--- config.mk ---
export PLATFORM = sky130hd
export DESIGN_NAME = chacha_back
export DESIGN_NICKNAME = d
export VERILOG_FILES = /design/src/rtl/core/chacha_pkg.sv /design/src/rtl/core/chacha_back.sv
export SDC_FILE = /design/constraint.sdc
export NUM_CORES = 1
export LEC_CHECK = 0
export ABC_CLOCK_PERIOD_IN_PS = 37300
export BUFFER_PORTS_ARGS = -buffer_cell sky130_fd_sc_hd__buf_2
export CORE_AREA = 10 10 252 254
export DETAILED_ROUTE_END_ITERATION = 12
export DIE_AREA = 0 0 262 264
export PLACE_DENSITY = 0.64
export SLEW_MARGIN = 20
export SYNTH_ARGS = -nofsm -noshare
export SYNTH_HDL_FRONTEND = slang
export SYNTH_SLANG_ARGS = --single-unit
--- constraint.sdc ---
create_clock -name clk -period 37.3 [get_ports clk]
set_clock_uncertainty 0.1 [all_clocks]
set_input_delay 5.595 -clock clk [delete_from_list [all_inputs] [get_ports clk]]
set_output_delay 5.595 -clock clk [all_outputs]
set_load 0.005 [all_outputs]
--- src/rtl/core/chacha_pkg.sv ---
// ----------------------------------------------------------------------------
// chacha_pkg
// Types, constants and round functions shared by the ChaCha20 stream cipher.
// ----------------------------------------------------------------------------
package chacha_pkg;

	localparam logic [31:0] SIGMA0 = 32'h61707865;
	localparam logic [31:0] SIGMA1 = 32'h3320646e;
	localparam logic [31:0] SIGMA2 = 32'h79622d32;
	localparam logic [31:0] SIGMA3 = 32'h6b206574;

	localparam int QUEUE_DEPTH = 8;
	localparam int WORDS_PER_BLOCK = 8;
	localparam int POS_W = $clog2(WORDS_PER_BLOCK);

	typedef enum logic [2:0] {
		REG_KEY0       = 3'd0,
		REG_KEY1       = 3'd1,
		REG_KEY2       = 3'd2,
		REG_KEY3       = 3'd3,
		REG_NONCE_LOW  = 3'd4,
		REG_NONCE_HIGH = 3'd5,
		REG_INIT_CTR   = 3'd6
	} cfg_reg_t;

	typedef enum logic [1:0] {
		CORE_IDLE,
		CORE_RUN,
		CORE_DONE
	} core_state_t;

	typedef struct packed {
		logic [63:0] text_in;
		logic [3:0]  valid_bytes;
		logic        first;
		logic        last;
	} in_beat_t;

	typedef struct packed {
		logic [63:0] text_out;
		logic [3:0]  out_bytes;
		logic        out_last;
	} out_beat_t;

	typedef struct packed {
		logic [63:0]      text;
		logic [3:0]       nbytes;
		logic             last;
		logic [POS_W-1:0] pos;
		logic             new_block;
	} q_entry_t;

	typedef logic [15:0][31:0] word_state_t;
	typedef logic [WORDS_PER_BLOCK-1:0][63:0] ks_block_t;

	typedef struct packed {
		logic        start;
		logic [31:0] counter;
	} core_req_t;

	typedef struct packed {
		logic idle;
		logic done;
	} core_stat_t;

	function automatic logic [31:0] rotl(input logic [31:0] v, input int n);
		return (v << n) | (v >> (32 - n));
	endfunction

	function automatic logic [3:0][31:0] quarter(input logic [31:0] a, input logic [31:0] b,
		input logic [31:0] c, input logic [31:0] d);
		logic [31:0] a1, b1, c1, d1;
		logic [3:0][31:0] r;
		a1 = a + b;    d1 = rotl(d ^ a1, 16);
		c1 = c + d1;   b1 = rotl(b ^ c1, 12);
		a1 = a1 + b1;  d1 = rotl(d1 ^ a1, 8);
		c1 = c1 + d1;  b1 = rotl(b1 ^ c1, 7);
		r[0] = a1;
		r[1] = b1;
		r[2] = c1;
		r[3] = d1;
		return r;
	endfunction

	function automatic word_state_t half_round(input word_state_t s, input logic diag);
		word_state_t r;
		logic [3:0][31:0] q0, q1, q2, q3;
		if (!diag) begin
			q0 = quarter(s[0], s[4], s[8],  s[12]);
			q1 = quarter(s[1], s[5], s[9],  s[13]);
			q2 = quarter(s[2], s[6], s[10], s[14]);
			q3 = quarter(s[3], s[7], s[11], s[15]);
			r[0] = q0[0]; r[4] = q0[1]; r[8]  = q0[2]; r[12] = q0[3];
			r[1] = q1[0]; r[5] = q1[1]; r[9]  = q1[2]; r[13] = q1[3];
			r[2] = q2[0]; r[6] = q2[1]; r[10] = q2[2]; r[14] = q2[3];
			r[3] = q3[0]; r[7] = q3[1]; r[11] = q3[2]; r[15] = q3[3];
		end else begin
			q0 = quarter(s[0], s[5], s[10], s[15]);
			q1 = quarter(s[1], s[6], s[11], s[12]);
			q2 = quarter(s[2], s[7], s[8],  s[13]);
			q3 = quarter(s[3], s[4], s[9],  s[14]);
			r[0] = q0[0]; r[5] = q0[1]; r[10] = q0[2]; r[15] = q0[3];
			r[1] = q1[0]; r[6] = q1[1]; r[11] = q1[2]; r[12] = q1[3];
			r[2] = q2[0]; r[7] = q2[1]; r[8]  = q2[2]; r[13] = q2[3];
			r[3] = q3[0]; r[4] = q3[1]; r[9]  = q3[2]; r[14] = q3[3];
		end
		return r;
	endfunction

	function automatic logic [3:0] norm_bytes(input logic [3:0] n);
		logic [3:0] r;
		if (n == 4'd0) begin
			r = 4'd1;
		end else if (n > 4'd8) begin
			r = 4'd8;
		end else begin
			r = n;
		end
		return r;
	endfunction

	function automatic logic [63:0] byte_mask(input logic [3:0] n);
		logic [63:0] m;
		for (int i = 0; i < 8; i++) begin
			m[8*i +: 8] = (4'(i) < n) ? 8'hFF : 8'h00;
		end
		return m;
	endfunction

endpackage

--- src/rtl/core/chacha_back.sv ---
// ----------------------------------------------------------------------------
// chacha_back
// Takes queued beats, loads keystream blocks from the core and drives the
// registered output channel.
// ----------------------------------------------------------------------------
module chacha_back (
	input  logic                   clk,
	input  logic                   arst_n,
	input  chacha_pkg::q_entry_t   head,
	input  logic                   not_empty,
	output logic                   pop,
	input  chacha_pkg::core_stat_t core_stat,
	input  chacha_pkg::ks_block_t  core_ks,
	output logic                   release_blk,
	output logic                   out_valid,
	input  logic                   out_ready,
	output chacha_pkg::out_beat_t  out_beat
);
	import chacha_pkg::*;

	ks_block_t   ks_q;
	logic        out_valid_q;
	out_beat_t   out_beat_q;
	logic [63:0] ks_word;

	assign pop         = not_empty && (!head.new_block || core_stat.done)
		&& (!out_valid_q || out_ready);
	assign release_blk = pop && head.new_block;
	assign ks_word     = head.new_block ? core_ks[0] : ks_q[head.pos];
	assign out_valid   = out_valid_q;
	assign out_beat    = out_beat_q;

	always_ff @(posedge clk) begin
		if (release_blk) begin
			ks_q <= core_ks;
		end
		if (pop) begin
			out_beat_q.text_out  <= (head.text ^ ks_word) & byte_mask(head.nbytes);
			out_beat_q.out_bytes <= head.nbytes;
			out_beat_q.out_last  <= head.last;
		end
	end

	always_ff @(posedge clk or negedge arst_n) begin
		if (!arst_n) begin
			out_valid_q <= 1'b0;
		end else if (pop) begin
			out_valid_q <= 1'b1;
		end else if (out_ready) begin
			out_valid_q <= 1'b0;
		end
	end

endmodule

Word-level counts from Yosys, hierarchy flattened
Cells that the tools add are included.
{ "word_totals": {"latch_bits": 0, "elab_cells": 44, "ff_bits": 582, "rom_bits": 0, "in_bits": 591, "ramBits": 0, "mem_count": 0} }
{ "classes": {"add_sub_neg": 0, "n_reduce_logical": 8, "n_lt_le_gt_ge": 9, "mul": 0, "div_mod_pow": 0, "eq_ne": 0, "n_bitwise": 2, "n_mux": 13, "shift": 0} }
{ "op_table": {"columns": ["op", "n"], "rows": [
  ["$bmux W64 S3", 1],
  ["$mux W64", 2],
  ["$and A64 B64 Y64", 1],
  ["$mux W8", 8],
  ["$xor A64 B64 Y64", 1],
  ["$lt A3 B4 Y1 const A", 4],
  ["$lt A1 B4 Y1 const A", 2],
  ["$lt A2 B4 Y1 const A", 2],
  ["$lt A3 B4 Y1 const B", 1],
  ["$logic_and A1 B1 Y1", 3],
  ["$logic_not A1 Y1", 2],
  ["$logic_or A1 B1 Y1", 2],
  ["$mux W1", 2],
  ["$reduce_bool A2 Y1", 1]
]} }

Depth between registers and ports, before layout
{ "depth": {"depth_word": 5, "ltp_mapped": 7, "ltp_nobuf": 4} }

Least setup slack after synthesis
OpenSTA, ideal clock, no wires.
{ "synth_timing": {"kind": "input-to-output", "from": "in head[0] (netlist name)", "to": "out release_blk", "required_ns": 31.605, "n_path_buf": 2, "arrival_ns": 21.193, "setup_slack_ns": 10.412, "path_stages": 6, "path_cell_list": "buf_2 inv_2 clkbuf_1 o21ai_0 nor2b_1 and2_1"} }
{ "synth_between": {"elab_chain_cells": 5} }
{ "synth_lines": {"columns": ["item", "line", "text"], "rows": [
  ["start, declared", "chacha_back.sv:9", "input chacha_pkg::q_entry_t head,"],
  ["$logic_not A1 Y1", "chacha_back.sv:26", "assign pop = not_empty && (!head.new_block || core_stat.done)"],
  ["$logic_or A1 B1 Y1", "chacha_back.sv:26", null],
  ["$logic_and A1 B1 Y1", "chacha_back.sv:26", null],
  ["$logic_and A1 B1 Y1", "chacha_back.sv:27", "&& (!out_valid_q || out_ready);"],
  ["via pop", "chacha_back.sv:11", "output logic pop,"],
  ["$logic_and A1 B1 Y1", "chacha_back.sv:28", "assign release_blk = pop && head.new_block;"],
  ["end, declared", "chacha_back.sv:14", "output logic release_blk,"]
]} }
The timed path passes the listed nets, and every way through them passes these cells.

Worst setup path in the final report
{ "layout_timing": {"from": "in head[0] (netlist name)", "to": "out release_blk"} }
{ "layout_between": {"elab_chain_cells": 5} }
{ "layout_lines": {"columns": ["item", "line"], "rows": [
  ["$logic_not A1 Y1", "chacha_back.sv:26"],
  ["$logic_or A1 B1 Y1", "chacha_back.sv:26"],
  ["$logic_and A1 B1 Y1", "chacha_back.sv:26"],
  ["$logic_and A1 B1 Y1", "chacha_back.sv:27"],
  ["$logic_and A1 B1 Y1 *", "chacha_back.sv:28"]
]} }
Every way passes the cells marked *; elsewhere a longest branch is shown, timed or not.

==> results by group <==
Pwr
  – Power Density: between 50 and 60 nW/um^2
  – Flop pwr share: 49.5%
  – Logic pwr share: 8.3%
  – Total leakage power: 11.30 nW
  – VDD IR max: 45.10 uV
  – Switching share of power: between 20 and 25%
  – Int Pwr: ~1.2 mW
  – Clock share of power: a little over two fifths
  – Switching Power: between 300 and 400 uW

Timing
  – Endpoints failing setup: 0
  – Worst-margin pin slew: 1.099 ns
  – Fin crit share: 37.24%
  – Fmax: 0.07199 GHz
  – Slew headroom: between 20% and 30%
  – RSZ-0062 raised after global routing: no
  – Total negative slack: 0 ns
  – Fin. Hold Viols: 0
  – Final worst setup slack: ~23 ns
  – Max Slew Vio Count: 0
  – Worst hold slack: 0.4586 ns
  – Final min period: roughly 14 ns

Layout
  – Area growth, synth to finish: 26.49%
  – Register Area: 17470 um^2
  – Fillers: 4803
  – Post-Route Utilization: between 50 and 60%
  – Layout cell share with drive strength beyond 1: 46.46%
  – Nets@finish: 2476
  – Multi-input logic area: approximately 5800 um^2

Clock tree
  – Worst-skew pair later-pin latency: about 0.61 ns
  – CTS max path bufs: 3
  – CTS clock-pin slew for the worst setup and hold paths: 0.06 ns
  – Root buffer cell: clkbuf_16
  – CTS Sinks: 582
  – Post-CTS sizing: 0
  – Post-CTS Setup Inserts: 0
  – H-tree depth: 3
  – CTS tree: done
  – Hold_buf cts: 0
  – Inserted Clock Buffers: 66

Run status
  – Outcome: finished clean

Yosys
  – Synth top cells by count: edfxtp_1, mux4_2, mux2i_1, nor2_1, a211oi_1
  – Synth Flop Type: edfxtp_1
  – Post-Synthesis Net Count: 1799
  – Top cells by area, synth: edfxtp_1, mux4_2, mux2i_1
  – Top-count cell post-synth: edfxtp_1
  – Synth cell types: 33
  – Synth Area per Inst: ~20 um^2
  – Yosys Warn Count: 0
  – Mapped cell area: roughly 24000 um^2
  – Yosys top cell area share: 73.75%
  – Post-synth EDFFs: between 500 and 600
  – Cells after synthesis: 1208
  – Cell taking the most area after synthesis: edfxtp_1
  – Register area share after synthesis: about three quarters
  – Async S/R FF share, synth: 0.1718%
  – Synth Register Bits: between 500 and 600

Detailed routing
  – Routed Antenna Nets: 0
  – Drt drc: 0
  – Via total after detailed routing: between 10000 and 15000
  – Per-cell routed wire length: 26.13 um
  – Drt via density: 5.335
  – DRT Pass-1 Iters: 7
  – Drt total wl: 71540 um
  – Iter 0 DRT Violations: 1096

Floorplan
  – Initial Utilization: 40.46%
  – Die extent in x: 262 um
  – Core ar.: 58460 um^2
  – Die area: 69170 um^2
  – Site row count: 89
  – Die Ht: 264 um
  – IO Pins: 663

Placement
  – Hpwl dp: 51600 um
  – Port Buffer Count: around 660
  – Minimum setup slack after placement: 23.39 ns
  – GP Congestion: 0.8354

Global routing
  – Antenna violations before repair: 39
  – GRT overflow: 0
  – GRT Overall Usage: between 20% and 30%
  – Number of global-route vias before repair: 15650
  – First-pass GRT wire length: 102000 um
  – Largest net degree at the start of global routing: ~170

Job
  – Max_cap viols: 0

Setup path
  – Critical Path End Type: output port
  – Critical path class: in -> out
  – Crit path max fanout: 51
  – CP Data Required Time: 31.60 ns
  – Startpoint Class: input pin
  – Crit path DAT: just over 8 ns

Hold path
  – Worst hold path type: reg -> reg
[path summary, 6_finish.rpt]
path,slack (ns),from,depth (start not counted),to
worst max-delay path,23.41,head[0],7,release_blk
worst min-delay path,0.46,out_valid,2,out_valid
worst max register to register,33.10,out_valid,6,ks_q[417]
worst min register to register,0.46,out_valid,2,out_valid
max in group asynchronous,32.33,arst_n,1,out_valid
min in group asynchronous,4.67,arst_n,1,out_valid
[area by class of cell]
cell class	instances	share of cell area (%)
Sequential cell	582	58.39
Multi-Input combinational cell	557	19.29
Timing Repair Buffer	676	11.55
Clock buffer	79	5.753
Tap cell	773	3.232
Clock inverter	37	1.480
Antenna cell	32	0.2676
Inverter	2	0.03345
[metal layers]
layer / vias up / global-route usage [%] / wire length [um]
li1: 6429 / - / -
met2: 646 / 33.83 / 36640
met4: 26 / 7.627 / 2100
met1: 7350 / 23.21 / 25890
met3: 155 / 6.874 / 6757
met5: - / 0 / 148
[power groups by stage]
stage	registers, mW	clock network (mW)	logic (mW)
2_1_floorplan	0.786	0	0.0663
3_3_place_gp	0.773	0	0.125
3_5_place_dp	0.775	0	0.129
4_1_cts	0.761	0.663	0.129
5_1_grt	0.763	0.691	0.139
6_report	0.761	0.649	0.127
[placed cells by master, fill, tap and decap left out, types with 15 or more instances in the layout]
| master | n |
|---|---|
| buf_4 | 15 |
| nand2_1 | 35 |
| nor3b_1 | 32 |
| or3_1 | 33 |
| diode_2 | 32 |
| nor2_1 | 64 |
| a211oi_1 | 56 |
| mux4_2 | 128 |
| clkbuf_16 | 67 |
| o211a_1 | 24 |
| mux2i_1 | 64 |
| nand3_1 | 49 |
| edfxtp_1 | 581 |
| buf_2 | 657 |
[flip-flops by register name (all words and copies together), names as in the netlist]
signal     flops
out_valid      1
ks_q         512
out_beat      69
[cell families (layout without fill, tap and decap cells)]
kind of cell / Yosys count / after routing / synth area share (%)
other: 0 / 32 / 0
buffers and inverters: 69 / 794 / 1.782
AO/OA/AOI/OAI: 132 / 132 / 4.485
multiplexers: 192 / 192 / 14.89
flip-flops: 582 / 582 / 73.86
AND/OR/NAND/NOR: 233 / 233 / 4.982
[stage by stage]
| step | area [um^2] | cells | total power, mW |
|---|---|---|---|
| floorplan | 23660 | 1208 | 0.8521 |
| detailed placement | 27680 | 2590 | 0.9033 |
| CTS | 29840 | 2706 | 1.553 |
| global route | 29900 | 2730 | 1.593 |
| global placement | 27680 | 2590 | 0.8982 |
| finish | 29920 | 2738 | 1.538 |
[worst max-delay path, cell delays in order]
cell and delay, ns:
buf_6 0.20, inv_4 0.42, o21ai_0 0.30, nor2b_4 0.15, buf_4 0.45, and2_4 0.69
buf_2 0.23
No activity file was read; power rests on OpenSTA's default activity.
