===== src/rtl/core/chacha_pkg.sv =====
// ----------------------------------------------------------------------------
// chacha_pkg
// Types, constants and round functions shared by the ChaCha20 stream cipher.
// ----------------------------------------------------------------------------
package chacha_pkg;

	localparam logic [31:0] SIGMA0 = 32'h61707865;
	localparam logic [31:0] SIGMA1 = 32'h3320646e;
	localparam logic [31:0] SIGMA2 = 32'h79622d32;
	localparam logic [31:0] SIGMA3 = 32'h6b206574;

	localparam int QUEUE_DEPTH = 8;
	localparam int WORDS_PER_BLOCK = 8;
	localparam int POS_W = $clog2(WORDS_PER_BLOCK);

	typedef enum logic [2:0] {
		REG_KEY0       = 3'd0,
		REG_KEY1       = 3'd1,
		REG_KEY2       = 3'd2,
		REG_KEY3       = 3'd3,
		REG_NONCE_LOW  = 3'd4,
		REG_NONCE_HIGH = 3'd5,
		REG_INIT_CTR   = 3'd6
	} cfg_reg_t;

	typedef enum logic [1:0] {
		CORE_IDLE,
		CORE_RUN,
		CORE_DONE
	} core_state_t;

	typedef struct packed {
		logic [63:0] text_in;
		logic [3:0]  valid_bytes;
		logic        first;
		logic        last;
	} in_beat_t;

	typedef struct packed {
		logic [63:0] text_out;
		logic [3:0]  out_bytes;
		logic        out_last;
	} out_beat_t;

	typedef struct packed {
		logic [63:0]      text;
		logic [3:0]       nbytes;
		logic             last;
		logic [POS_W-1:0] pos;
		logic             new_block;
	} q_entry_t;

	typedef logic [15:0][31:0] word_state_t;
	typedef logic [WORDS_PER_BLOCK-1:0][63:0] ks_block_t;

	typedef struct packed {
		logic        start;
		logic [31:0] counter;
	} core_req_t;

	typedef struct packed {
		logic idle;
		logic done;
	} core_stat_t;

	function automatic logic [31:0] rotl(input logic [31:0] v, input int n);
		return (v << n) | (v >> (32 - n));
	endfunction

	function automatic logic [3:0][31:0] quarter(input logic [31:0] a, input logic [31:0] b,
		input logic [31:0] c, input logic [31:0] d);
		logic [31:0] a1, b1, c1, d1;
		logic [3:0][31:0] r;
		a1 = a + b;    d1 = rotl(d ^ a1, 16);
		c1 = c + d1;   b1 = rotl(b ^ c1, 12);
		a1 = a1 + b1;  d1 = rotl(d1 ^ a1, 8);
		c1 = c1 + d1;  b1 = rotl(b1 ^ c1, 7);
		r[0] = a1;
		r[1] = b1;
		r[2] = c1;
		r[3] = d1;
		return r;
	endfunction

	function automatic word_state_t half_round(input word_state_t s, input logic diag);
		word_state_t r;
		logic [3:0][31:0] q0, q1, q2, q3;
		if (!diag) begin
			q0 = quarter(s[0], s[4], s[8],  s[12]);
			q1 = quarter(s[1], s[5], s[9],  s[13]);
			q2 = quarter(s[2], s[6], s[10], s[14]);
			q3 = quarter(s[3], s[7], s[11], s[15]);
			r[0] = q0[0]; r[4] = q0[1]; r[8]  = q0[2]; r[12] = q0[3];
			r[1] = q1[0]; r[5] = q1[1]; r[9]  = q1[2]; r[13] = q1[3];
			r[2] = q2[0]; r[6] = q2[1]; r[10] = q2[2]; r[14] = q2[3];
			r[3] = q3[0]; r[7] = q3[1]; r[11] = q3[2]; r[15] = q3[3];
		end else begin
			q0 = quarter(s[0], s[5], s[10], s[15]);
			q1 = quarter(s[1], s[6], s[11], s[12]);
			q2 = quarter(s[2], s[7], s[8],  s[13]);
			q3 = quarter(s[3], s[4], s[9],  s[14]);
			r[0] = q0[0]; r[5] = q0[1]; r[10] = q0[2]; r[15] = q0[3];
			r[1] = q1[0]; r[6] = q1[1]; r[11] = q1[2]; r[12] = q1[3];
			r[2] = q2[0]; r[7] = q2[1]; r[8]  = q2[2]; r[13] = q2[3];
			r[3] = q3[0]; r[4] = q3[1]; r[9]  = q3[2]; r[14] = q3[3];
		end
		return r;
	endfunction

	function automatic logic [3:0] norm_bytes(input logic [3:0] n);
		logic [3:0] r;
		if (n == 4'd0) begin
			r = 4'd1;
		end else if (n > 4'd8) begin
			r = 4'd8;
		end else begin
			r = n;
		end
		return r;
	endfunction

	function automatic logic [63:0] byte_mask(input logic [3:0] n);
		logic [63:0] m;
		for (int i = 0; i < 8; i++) begin
			m[8*i +: 8] = (4'(i) < n) ? 8'hFF : 8'h00;
		end
		return m;
	endfunction

endpackage


===== src/rtl/core/chacha_front.sv =====
// ----------------------------------------------------------------------------
// chacha_front
// Accepts message beats, tracks block counter and word position, requests
// keystream blocks and queues each beat for the back end.
// ----------------------------------------------------------------------------
module chacha_front (
	input  logic                  clk,
	input  logic                  arst_n,
	input  logic                  in_valid,
	output logic                  in_ready,
	input  chacha_pkg::in_beat_t  in_beat,
	input  logic [31:0]           init_counter,
	input  logic                  q_full,
	output logic                  q_push,
	output chacha_pkg::q_entry_t  q_entry,
	output chacha_pkg::core_req_t core_req,
	input  chacha_pkg::core_stat_t core_stat
);
	import chacha_pkg::*;

	logic [31:0]      ctr_q;
	logic [POS_W-1:0] pos_q;
	logic [31:0]      ctr_eff;
	logic [POS_W-1:0] pos_eff;
	logic             need_block;
	logic             accept;

	assign ctr_eff    = in_beat.first ? init_counter : ctr_q;
	assign pos_eff    = in_beat.first ? '0 : pos_q;
	assign need_block = (pos_eff == '0);
	assign in_ready   = !q_full && (!need_block || core_stat.idle);
	assign accept     = in_valid && in_ready;

	assign q_push            = accept;
	assign q_entry.text      = in_beat.text_in;
	assign q_entry.nbytes    = norm_bytes(in_beat.valid_bytes);
	assign q_entry.last      = in_beat.last;
	assign q_entry.pos       = pos_eff;
	assign q_entry.new_block = need_block;

	assign core_req.start   = accept && need_block;
	assign core_req.counter = ctr_eff;

	always_ff @(posedge clk or negedge arst_n) begin
		if (!arst_n) begin
			ctr_q <= '0;
			pos_q <= '0;
		end else if (accept) begin
			ctr_q <= need_block ? ctr_eff + 32'd1 : ctr_eff;
			pos_q <= in_beat.last ? '0 : pos_eff + POS_W'(1);
		end
	end

	a_start_idle: assert property (@(posedge clk) disable iff (!arst_n)
		core_req.start |-> core_stat.idle)
		else $error("block request while core busy");

	a_first_pos: assert property (@(posedge clk) disable iff (!arst_n)
		(accept && in_beat.first && !in_beat.last) |=> (pos_q == POS_W'(1)))
		else $error("position not restarted by first beat");

endmodule


===== config.mk =====
export PLATFORM = sky130hd
export DESIGN_NAME = chacha_front
export DESIGN_NICKNAME = d
export VERILOG_FILES = /design/src/rtl/core/chacha_pkg.sv /design/src/rtl/core/chacha_front.sv
export SDC_FILE = /design/constraint.sdc
export NUM_CORES = 1
export LEC_CHECK = 0
export BUFFER_PORTS_ARGS = -buffer_cell sky130_fd_sc_hd__buf_2
export CAP_MARGIN = 30
export CORE_MARGIN = 2
export CORE_UTILIZATION = 42
export DETAILED_ROUTE_END_ITERATION = 8
export GPL_ROUTABILITY_DRIVEN = 1
export PLACE_DENSITY = 0.84
export SLEW_MARGIN = 10
export SYNTH_ARGS = -nofsm -noshare
export SYNTH_HDL_FRONTEND = slang
export SYNTH_SLANG_ARGS = --single-unit

===== constraint.sdc =====
create_clock -name clk -period 3.2 [get_ports clk]
set_input_delay 0.16 -clock clk [delete_from_list [all_inputs] [get_ports clk]]
set_output_delay 0.16 -clock clk [all_outputs]
set_load 0.005 [all_outputs]

# Yosys cells after proc, flatten, opt, wreduce, memory -nomap -nowiden

Index checks and enable logic that the tools add are counted.

Flip-flop bits (word level): 35
Logic and storage cells: 19

$add $sub $neg: 2
Order comparisons: 1
Multiplexer cells: 6
Reductions and logical operators: 8

Operators by type and width:

| operator                                              | count |
|---|---|
| 2-to-1 mux 32 bit                                     | 2 |
| adder 32 x 1 -> 32 bit (second input constant)        | 1 |
| 2-to-1 mux 4 bit                                      | 2 |
| 2-to-1 mux 3 bit                                      | 2 |
| greater-than comparator 4 bit (second input constant) | 1 |
| zero test 4 bit                                       | 1 |
| adder 3 x 1 -> 3 bit (second input constant)          | 1 |
| logical AND 1 bit                                     | 3 |
| zero test 3 bit                                       | 1 |
| zero test 1 bit                                       | 2 |
| logical OR 1 bit                                      | 1 |

# Longest topological paths before layout

Gate-level depths: netlist of the first run.

Word-level depth: 7
Gate-level depth with buffers: 12
Mapped depth without buffers: 7

# Least setup slack after synthesis of the first run

No wires, ideal clock.

Path kind: input to register
Start: in in_beat[1] in the netlist's numbering
End: reg ctr_q[26]
Setup time: 0.135 ns
Arrival time: 2.430 ns
Path slack: 0.635 ns
Cell stages on the path: 12
Buffers on the path: 5
Path through: buf_6 buf_2 buf_2 buf_2 mux2_2 ha_1 inv_1 a2111oi_4 and4_1 buf_6 and4_1 o31ai_1

RTL lines:

| what                   | RTL line           | RTL |
|---|---|---|
| start: declaration     | chacha_front.sv:11 | `input chacha_pkg::in_beat_t in_beat,` |
| end signal: assignment | chacha_front.sv:49 | `ctr_q <= need_block ? ctr_eff + 32'd1 : ctr_eff;` |
| end: declaration       | chacha_front.sv:21 | `logic [31:0] ctr_q;` |

# Final worst setup path of the first run

Start: reg ctr_q[0]
End: reg ctr_q[22]

Cells in the longest elaborated chain, start to end: 3

RTL lines:

| what                   | RTL line           | RTL |
|---|---|---|
| 2-to-1 mux 32 bit      | chacha_front.sv:28 | `assign ctr_eff = in_beat.first ? init_counter : ctr_q;` |
| adder 32 x 1 -> 32 bit | chacha_front.sv:49 |  |
| 2-to-1 mux 32 bit      | chacha_front.sv:49 |  |

No other way between the ends.
A chain may end at the register's enable or synchronous reset.

==> results of run 1 <==
## power groups by stage
stage               sequential (mW)  clock [mW]  combinational, mW
finish                        0.679       0.316              0.626
global route                  0.700       0.345              0.708
CTS                           0.678       0.332              0.632
detailed placement            0.686           0              0.630
global placement              0.676           0              0.602
floorplan                     0.654           0              0.490
## flip-flops by register name (all words and copies together) (netlist names)
name / cells
pos_q: 3
ctr_q: 32
## worst max path at each step
stage                     slack (ns)        from   endpoint  cells past startpoint
after detailed placement        0.83  in_beat[1]  ctr_q[22]                      9
after floorplan                 0.63  in_beat[1]  ctr_q[26]                     12
after CTS                       0.88    ctr_q[0]  ctr_q[22]                      8
after global routing            0.56    pos_q[0]  ctr_q[22]                      8
final                           0.87    ctr_q[0]  ctr_q[22]                      8
after global placement          0.93  in_beat[1]  ctr_q[22]                      9
## metal layers
metal  vias up  share of wire, %
met5         -                 0
met4         0               1.7
met3        23               7.7
met2       134                49
met1      1417                41
li1       1391                 -
## cell type report
cell class / instances / share of cell area (%)
multi-input combinational: 259 / 52.45
clock buffer: 5 / 1.999
clock inverter: 3 / 0.4362
inverter: 15 / 1.636
timing repair buffer: 94 / 14.32
tap: 102 / 3.708
sequential: 35 / 25.45
## placed cells by master (no fill, tap or decap), types with 5 or more instances in the layout
cell type | synthesis | final
buf_2 | 7 | 86
nand2_1 | 49 | 48
dfrtp_1 | 35 | 35
mux2_2 | 25 | 25
o31ai_1 | 23 | 23
nand3_1 | 19 | 19
inv_1 | 15 | 15
o21ai_0 | 13 | 13
nand3b_1 | 11 | 11
and3_1 | 11 | 11
a21oi_1 | 10 | 10
xnor2_1 | 10 | 10
nor2_1 | 8 | 8
and4_1 | 8 | 8
mux2i_1 | 7 | 7
a31oi_1 | 7 | 7
nand4_1 | 7 | 7
buf_4 | 67 | 7
nand2b_1 | 5 | 5
clkbuf_8 | 0 | 5
## logic make-up (layout without fill, tap and decap cells)
kind of cell	after synthesis	count (layout)	share of synthesized area, %
DFF	35	35	26.27
buffers and inverters	101	117	19.66
AOI/OAI and AO/OA	77	77	16.85
muxes	32	32	10.54
adders and majority gates	3	3	1.126
xor gates and xnor gates	10	10	2.627
and+or+nand+nor	137	137	22.93
## critical path, stage by stage, from the launching register on
cell       delay [ns]
dfrtp_1          0.37
mux2_2           0.20
ha_1             0.15
inv_1            0.07
a2111oi_4        0.30
buf_4            0.23
and4_1           0.48
a41oi_1          0.19
o31ai_1          0.25
## cells in the mapped netlist (10+ instances only)
master	count
o21ai_0	13
o31ai_1	23
buf_4	67
dfrtp_1	35
nand2_1	49
xnor2_1	10
nand3_1	19
and3_1	11
mux2_2	25
a21oi_1	10
nand3b_1	11
inv_1	15
==> results.toml, run 1 <==
[status]
status = "complete, no violations"

[logic_synthesis]
synth_warnings = 0
synth_edf_count = 0
synth_async_sr_flop_share_pct = 100.0
netlist_area_um2 = 3334
synth.distinct_cells = 48
avgSynthCellArea_um2 = 8.442
yosys.area.top_type_share_pct = 26.27
yosys_most_used_dff = "dfrtp_1"
ys_top_cells_by_area = "dfrtp_1, buf_4, mux2_2"
synth_cells = 395
synth_largest_area_cell = "dfrtp_1"
synth_seq_cells = 35
syn_nets = 506
ys_seq_area_share_pct = 26.27

[sta]
hold_ws_ns = 0.08601
period_share_pct = 72.79
period_minus_slack_ns = 2.329
fin_tns_setup_ns = 0
rsz0062_at_grt = "false"
slew_violations = 0
max_freq_mhz = 429.3
slew_headroom_pct = 45.16
hold_viol = 0
fin_ws_ns = 0.8707
worstMarginPinSlew_ns = 0.8226
setup_violations = 0
finalClockSkew_ns = 0.008557

[drt]
vias_per_cell = 5.780
wire_per_inst_um = 15.83
drt_iter0_drc = 153
first_pass_iters = 7
num_vias = 2965
drtAntennaViolNets = 0
drc = 0
wirelength_mm = 8.119

[power]
irDropWorstVdd_mv = 0.2465
internal_power_mw = 1.015
seq_power_share_pct = 41.9
p_leak_nw = 1.665
combinationalPowerShare_pct = 38.6
p_switching_uw = 606.8
power_frac_clock_pct = 19.5
finalPower_mw = 1.621
powerDensity_nw_per_um2 = 471.1
swShare_pct = 37.43

[worst_hold_path]
whs_endpoint = "pos_q[2]"
worstHoldStart = "in_beat[0]"
whs_path_depth = 2
hold_path.class = "in -> reg"

[global_routing]
grt-busiest-layer = "met2"
grt_pass1_vias = 2865
grt_antenna_before_repair = 0
use_met3_pct = 3.948
grtUsageMet2_pct = 32.37
grt_pass1_wl_mm = 13.23
grt_max_degree = 43
overflow = 0
track_usage_pct = 18.70
use_met1_pct = 22.89

[floorplanning]
num_rows = 32
die_area_um2 = 8668
core_um2 = 7727
die_w_um = 93.10
ioPinCount = 216
die_h_um = 93.10
start_util_pct = 43.15

[setup_path]
crit_type = "reg -> reg"
crit_path_max_fanout = 10
regToRegEndpoint = "ctr_q[22]"
startpoint_type = "register"
reg2reg_depth = 8
cp.required_ns = 3.39
end_kind = "register"
rr_startpoint = "ctr_q[0]"
r2r_setup_slack_ns = 0.87
arrival_ns = 2.52

[clocking]
cts-resized-gates = 0
cts_max_level = 2
cts_tree = "yes"
clk_pin_slew_ns = 0.08
hold_buffers = 1
cts_buffer_depth = 2
post-cts-setup-buffers = 0
root_buffer = "clkbuf_8"
clk_latency_ns = 0.29
cts_buffers = 5
cts_sinks = 35

[cells_and_area]
drive_gt1_share_pct = 32.12
fin_area_um2 = 3442
fin_cells = 513
post-route-util_pct = 44.54
seqCellArea_um2 = 875.8
n_antenna_cell = 0
areaGrowthSynthToFinish_pct = 3.227
num-fill-cells = 763
multi_input_area_um2 = 1805
nets = 521

[job]
maxCapViolCount = 0

[placed_design]
placed_area_um2 = 3348
dp_hpwl_mm = 6.120
dp_cells = 504
place.gp.congestion = 0.8615
dp_slack_ns = 0.8265
io_buffers = 86
Power figures use the tool's default switching activity.
==> run 2: changes to the inputs <==
CORE_UTILIZATION = 39   (was 42)
PLACE_DENSITY = 0.82   (was 0.84)
clock period = 1.9 ns   (was 3.2 ns; I/O delays follow)
==> run 2 against run 1 <==
The run now ends with negative setup slack left. Final cell count is 11% higher. Maximum frequency is 18% higher. Setup slack worse by 0.95 ns. Combinational power is 130% higher. Critical path type unchanged. Largest cell class unchanged. Largest power group is now combinational cells.
==> results.toml, run 2 (synthesis results as in run 1) <==
[cells_and_area]
layout_common_cells = "buf_2, buf_4, nand2_1, dfrtp_1, mux2_2"
post-route-util_pct = 49.55
largest_register_ffs = 32
seqCellArea_um2 = 875.8
multi_input_area_um2 = 1977
nets = 575
top_register = "ctr_q"
drive_gt1_share_pct = 45.16
num-fill-cells = 770
final_common_cell = "buf_2"
n_antenna_cell = 0
fin_cells = 570
areaGrowthSynthToFinish_pct = 22.70
largestRegisters = "ctr_q x32, pos_q x3"

[setup_path]
slowest_delay_ns = 0.44
crit_path_max_fanout = 7
arrival_ns = 2.15
regToRegEndpoint = "ctr_q[28]"
end_kind = "register"
slowest_stage = "a2111oi_4"
crit_type = "reg -> reg"
startpoint_type = "register"
reg2reg_depth = 7
rr_startpoint = "ctr_q[1]"
cp.required_ns = 2.08
r2r_setup_slack_ns = -0.07
crit_chain = "mux2_4 -> ha_4 -> inv_2 -> a2111oi_4 -> nand4_4 -> nor4_1 -> o31ai_2"

[floorplanning]
start_util_pct = 40.38
num_rows = 33
core_um2 = 8258
ioPinCount = 216
die_w_um = 96.47
die_h_um = 96.47
die_area_um2 = 9306

[placed_design]
dp_cells = 547
dp_hpwl_mm = 7.022
io_buffers = 86
place.gp.congestion = 0.8994

[sta]
slew_violations = 0
worstMarginPinSlew_ns = 0.8458
max_freq_mhz = 506.4
finalClockSkew_ns = 0.01149
slew_headroom_pct = 43.61
setup_violations = 8
fin_tns_setup_ns = -0.3409
rsz0062_at_grt = "true"
period_share_pct = 103.9
period_minus_slack_ns = 1.975
hold_viol = 0
fin_ws_ns = -0.07482

[power]
swShare_pct = 37.81
power_frac_clock_pct = 18.3
p_switching_mw = 1.190
internal_power_mw = 1.957
combinationalPowerShare_pct = 45.4
powerDensity_nw_per_um2 = 769.3
irDropWorstVdd_mv = 0.3858
seq_power_share_pct = 36.3
p_leak_nw = 1.982
finalPower_mw = 3.147

[drt]
num_vias = 3242
drtAntennaViolNets = 0
vias_per_cell = 5.688
drt_iter0_drc = 145
first_pass_iters = 4
wirelength_mm = 9.511
drc = 0
wire_per_inst_um = 16.69

[global_routing]
track_usage_pct = 19.16
grt_antenna_before_repair = 0
overflow = 0
grt_max_degree = 48
grt_pass1_vias = 3067
grt_pass1_wl_mm = 13.98

[worst_hold_path]
whs_path_depth = 2
whs_endpoint = "pos_q[2]"
hold_path.class = "in -> reg"
worstHoldStart = "in_beat[0]"

[clocking]
cts_max_level = 2
root_buffer = "clkbuf_8"
cts_buffer_depth = 2
clk_pin_slew_ns = 0.08
clk_latency_ns = 0.31
cts_buffers = 5
cts_tree = "yes"
cts_sinks = 35

[status]
status = "finished, violations left"
violations = "negative setup slack"

[job]
maxCapViolCount = 0
[run 2: layout make-up]
type | instances | share of cell area (%)
sequential | 35 | 21.41
inverter | 15 | 1.437
clock inverter | 3 | 0.4893
tap | 105 | 3.211
multi-input combinational | 259 | 48.32
timing repair buffer | 148 | 23.46
clock buffer | 5 | 1.682
[run 2: what timing repair did]
action | CTS | global route
pin swaps | 7 | 17
cloned | 0 | 1
resized for setup | 8 | 19
setup endpoints to repair | 16 | 24
hold buffers | 1 | 0
hold endpoints to repair | 35 | 0
buffers inserted | 2 | 11
[run 2: power by group through the flow]
| stage | sequential [mW] | combinational (mW) | clock (mW) |
|---|---|---|---|
| after global placement | 1.14 | 1.24 | 0 |
| after floorplan | 1.11 | 0.881 | 0 |
| after global routing | 1.17 | 1.57 | 0.625 |
| final | 1.14 | 1.43 | 0.577 |
| after CTS | 1.14 | 1.32 | 0.588 |
| after detailed placement | 1.16 | 1.30 | 0 |
[run 2: routing by layer]
| metal | track usage [%] | up-vias | routed length (um) |
|---|---|---|---|
| met5 | 0 | - | 0 |
| met4 | 9.038 | 0 | 346 |
| met3 | 4.267 | 50 | 746 |
| met2 | 33.68 | 153 | 4632 |
| met1 | 22.03 | 1538 | 3786 |
| li1 | - | 1501 | - |
[run 2: critical path: cells and delay by family, from the launching register on]
kind                       cells  cell delay [ns]
buffers and inverters          1             0.04
adders and majority gates      1             0.13
AOI/OAI and AO/OA              2             0.54
and+or+nand+nor                2             0.62
muxes                          1             0.18
DFF                            1             0.35
[run 2: worst max-delay path by stage]
stage	from	to	slack, ns	cells past startpoint
2_1_floorplan	in_beat[1]	ctr_q[28]	-0.36	11
3_5_place_dp	in_beat[1]	ctr_q[28]	-0.13	8
5_1_grt	ctr_q[1]	ctr_q[30]	-0.18	7
4_1_cts	ctr_q[0]	ctr_q[30]	-0.06	7
3_3_place_gp	in_beat[1]	ctr_q[25]	-0.05	8
6_report	ctr_q[1]	ctr_q[28]	-0.07	7
[run 2: through the flow]
step	hold slack, ns	cell area [um^2]	setup WS [ns]
after detailed placement	0.1900	3750	-0.1327
after global routing	0.01449	4091	-0.1843
after global placement	0.1900	3750	-0.04952
after floorplan	-0.2006	3450	-0.3555
after CTS	0.006666	3891	-0.05982
final	0.01119	4091	-0.07482
==> run 3: changes to the inputs <==
CTS_CLUSTER_SIZE = 24   (was default)
GPL_TIMING_DRIVEN = 0   (was default)
SKIP_CTS_REPAIR_TIMING = 1   (was default)
==> run 3 against run 2 <==
The run still ends with negative setup slack left. Die area stayed put. Sequential share of layout area down 3.4 points. Maximum frequency shrank 8.1%. Final cell count increased by 21%. Via count is 18% higher. Combinational power up 6%. Power increased by 2.5%. Clock-buffer cell count up 1. Register-to-register slack got worse by 0.16 ns. Routed wire length rose by 20%. Non-clock buffer count rose by 122. Global-route usage rose by 1.9 points. Largest cell class unchanged.
==> results.toml, run 3 (synthesis results as in run 1) <==
[status]
status = "finished, violations left"
violations = "negative setup slack"

[sta]
setup_violations = 13
fin_ws_ns = -0.2487
worstMarginPinSlew_ns = 0.8334
period_share_pct = 113.1
slew_violations = 0
finalClockSkew_ns = 0.006983
hold_viol = 0
hold_ws_ns = 0.02599
period_minus_slack_ns = 2.149
rsz0062_at_grt = "true"
max_freq_mhz = 465.4
slew_headroom_pct = 44.44

[global_routing]
grt_max_degree = 36
grt_pass1_wl_mm = 15.32
track_usage_pct = 21.02
grt_pass1_vias = 3361
grt_antenna_before_repair = 0
overflow = 0

[cells_and_area]
largest_register_ffs = 32
fin_cells = 691
n_antenna_cell = 0
fin_area_um2 = 4851
nets = 697
layout_common_cells = "buf_2, buf_4, nand2_1, dfrtp_1, mux2_2"
num-fill-cells = 714
areaGrowthSynthToFinish_pct = 45.48
largestRegisters = "ctr_q x32, pos_q x3"
top_register = "ctr_q"
drive_gt1_share_pct = 55.63
final_common_cell = "buf_2"

[drt]
drt_iter0_drc = 208
vias_per_cell = 5.551
wire_per_inst_um = 16.45
first_pass_iters = 6
num_vias = 3836
drc = 0
wirelength_mm = 11.37
drtAntennaViolNets = 0

[worst_hold_path]
whs_path_depth = 2
worstHoldStart = "in_beat[0]"
hold_path.class = "in -> reg"
whs_endpoint = "pos_q[0]"

[clocking]
cts_max_level = 2
root_buffer = "clkbuf_8"
cts_buffers = 5
cts_sinks = 35
cts_buffer_depth = 2
clk_latency_ns = 0.29
clk_pin_slew_ns = 0.08
cts_tree = "yes"

[placed_design]
dp_cells = 650
io_buffers = 150
place.gp.congestion = 0.9104
dp_hpwl_mm = 8.366
placed_area_um2 = 4332

[setup_path]
cp.required_ns = 2.09
slowest_delay_ns = 0.36
rr_startpoint = "ctr_q[0]"
end_kind = "register"
reg2reg_depth = 8
crit_chain = "buf_4 -> buf_8 -> buf_12 -> buf_12 -> mux2_4 -> ha_4 -> inv_2 -> a2111oi_4 -> buf_4 -> nand4_4 -> o31a_1 -> o31ai_1"
regToRegEndpoint = "ctr_q[30]"
crit_type = "in -> reg"
crit_path_max_fanout = 8
arrival_ns = 2.34
slowest_stage = "o31a_1"
r2r_setup_slack_ns = -0.23
startpoint_type = "input port"

[floorplanning]
core_um2 = 8258
num_rows = 33
die_area_um2 = 9306
ioPinCount = 216
start_util_pct = 40.38
die_h_um = 96.47
die_w_um = 96.47

[job]
maxCapViolCount = 0

[power]
irDropWorstVdd_mv = 0.3238
finalPower_mw = 3.227
p_leak_nw = 2.509
powerDensity_nw_per_um2 = 665.3
==> run 3: cell count changes in the layout (fill, tap and decap cells not counted), sizes merged <==
cell and change:
clkbuf +9, clkinvlp -2, buf +114
==> run 3: per-stage QoR <==
step,util (%),TNS (ns),setup WS [ns]
2_1_floorplan,-,-3.467,-0.3555
3_3_place_gp,52.45,-24.73,-0.9513
3_5_place_dp,52.45,-26.14,-0.9875
4_1_cts,53.52,-15.83,-0.6981
5_1_grt,58.74,-2.795,-0.2802
6_report,58.74,-1.775,-0.2487
==> run 3: layout make-up <==
type                    count  area (um^2)  share of cell area, %
plain buffers              84        679.4                  14.01
clock buffers               6        82.58                  1.702
clock inverters             1        5.005                 0.1032
inverters                  15        58.81                  1.212
multi-input cells         259         1963                  40.47
flip-flops and latches     35        875.8                  18.06
well taps                 105        131.4                  2.708
repair buffers            186         1055                  21.74
==> run 3: power breakdown <==
group          total [mW]  internal [mW]  leakage (nW)  switching [mW]
logic                1.51          0.776          2.02           0.735
registers            1.15          0.963         0.444           0.191
clock network       0.562          0.285        0.0470           0.278
total                3.23           2.02          2.51            1.20
==> run 3: metal layers <==
| metal | track usage, % | up-vias | wire, um |
|---|---|---|---|
| met3 | 3.646 | 35 | 1083 |
| met2 | 37.79 | 248 | 5561 |
| met1 | 25.50 | 1806 | 4390 |
| met4 | 6.573 | 0 | 333 |
| met5 | 0 | - | 0 |
| li1 | - | 1747 | - |
==> run 3: critical path, delay by kind of cell <==
family	cells	cell delay [ns]
AND/OR/NAND/NOR	1	0.19
adder cells (fa/ha/maj)	1	0.13
multiplexers	1	0.22
AO/OA/AOI/OAI	3	0.89
buffers and inverters	6	0.80
==> run 3: worst max-delay path by stage <==
stage | startpoint | to | slack, ns | cells after the start
3_5_place_dp | in_beat[1] | ctr_q[28] | -0.99 | 12
4_1_cts | in_beat[1] | core_req[32] | -0.70 | 13
5_1_grt | in_beat[1] | ctr_q[30] | -0.28 | 12
6_report | in_beat[1] | ctr_q[30] | -0.25 | 12
3_3_place_gp | in_beat[1] | ctr_q[28] | -0.95 | 12
2_1_floorplan | in_beat[1] | ctr_q[28] | -0.36 | 11
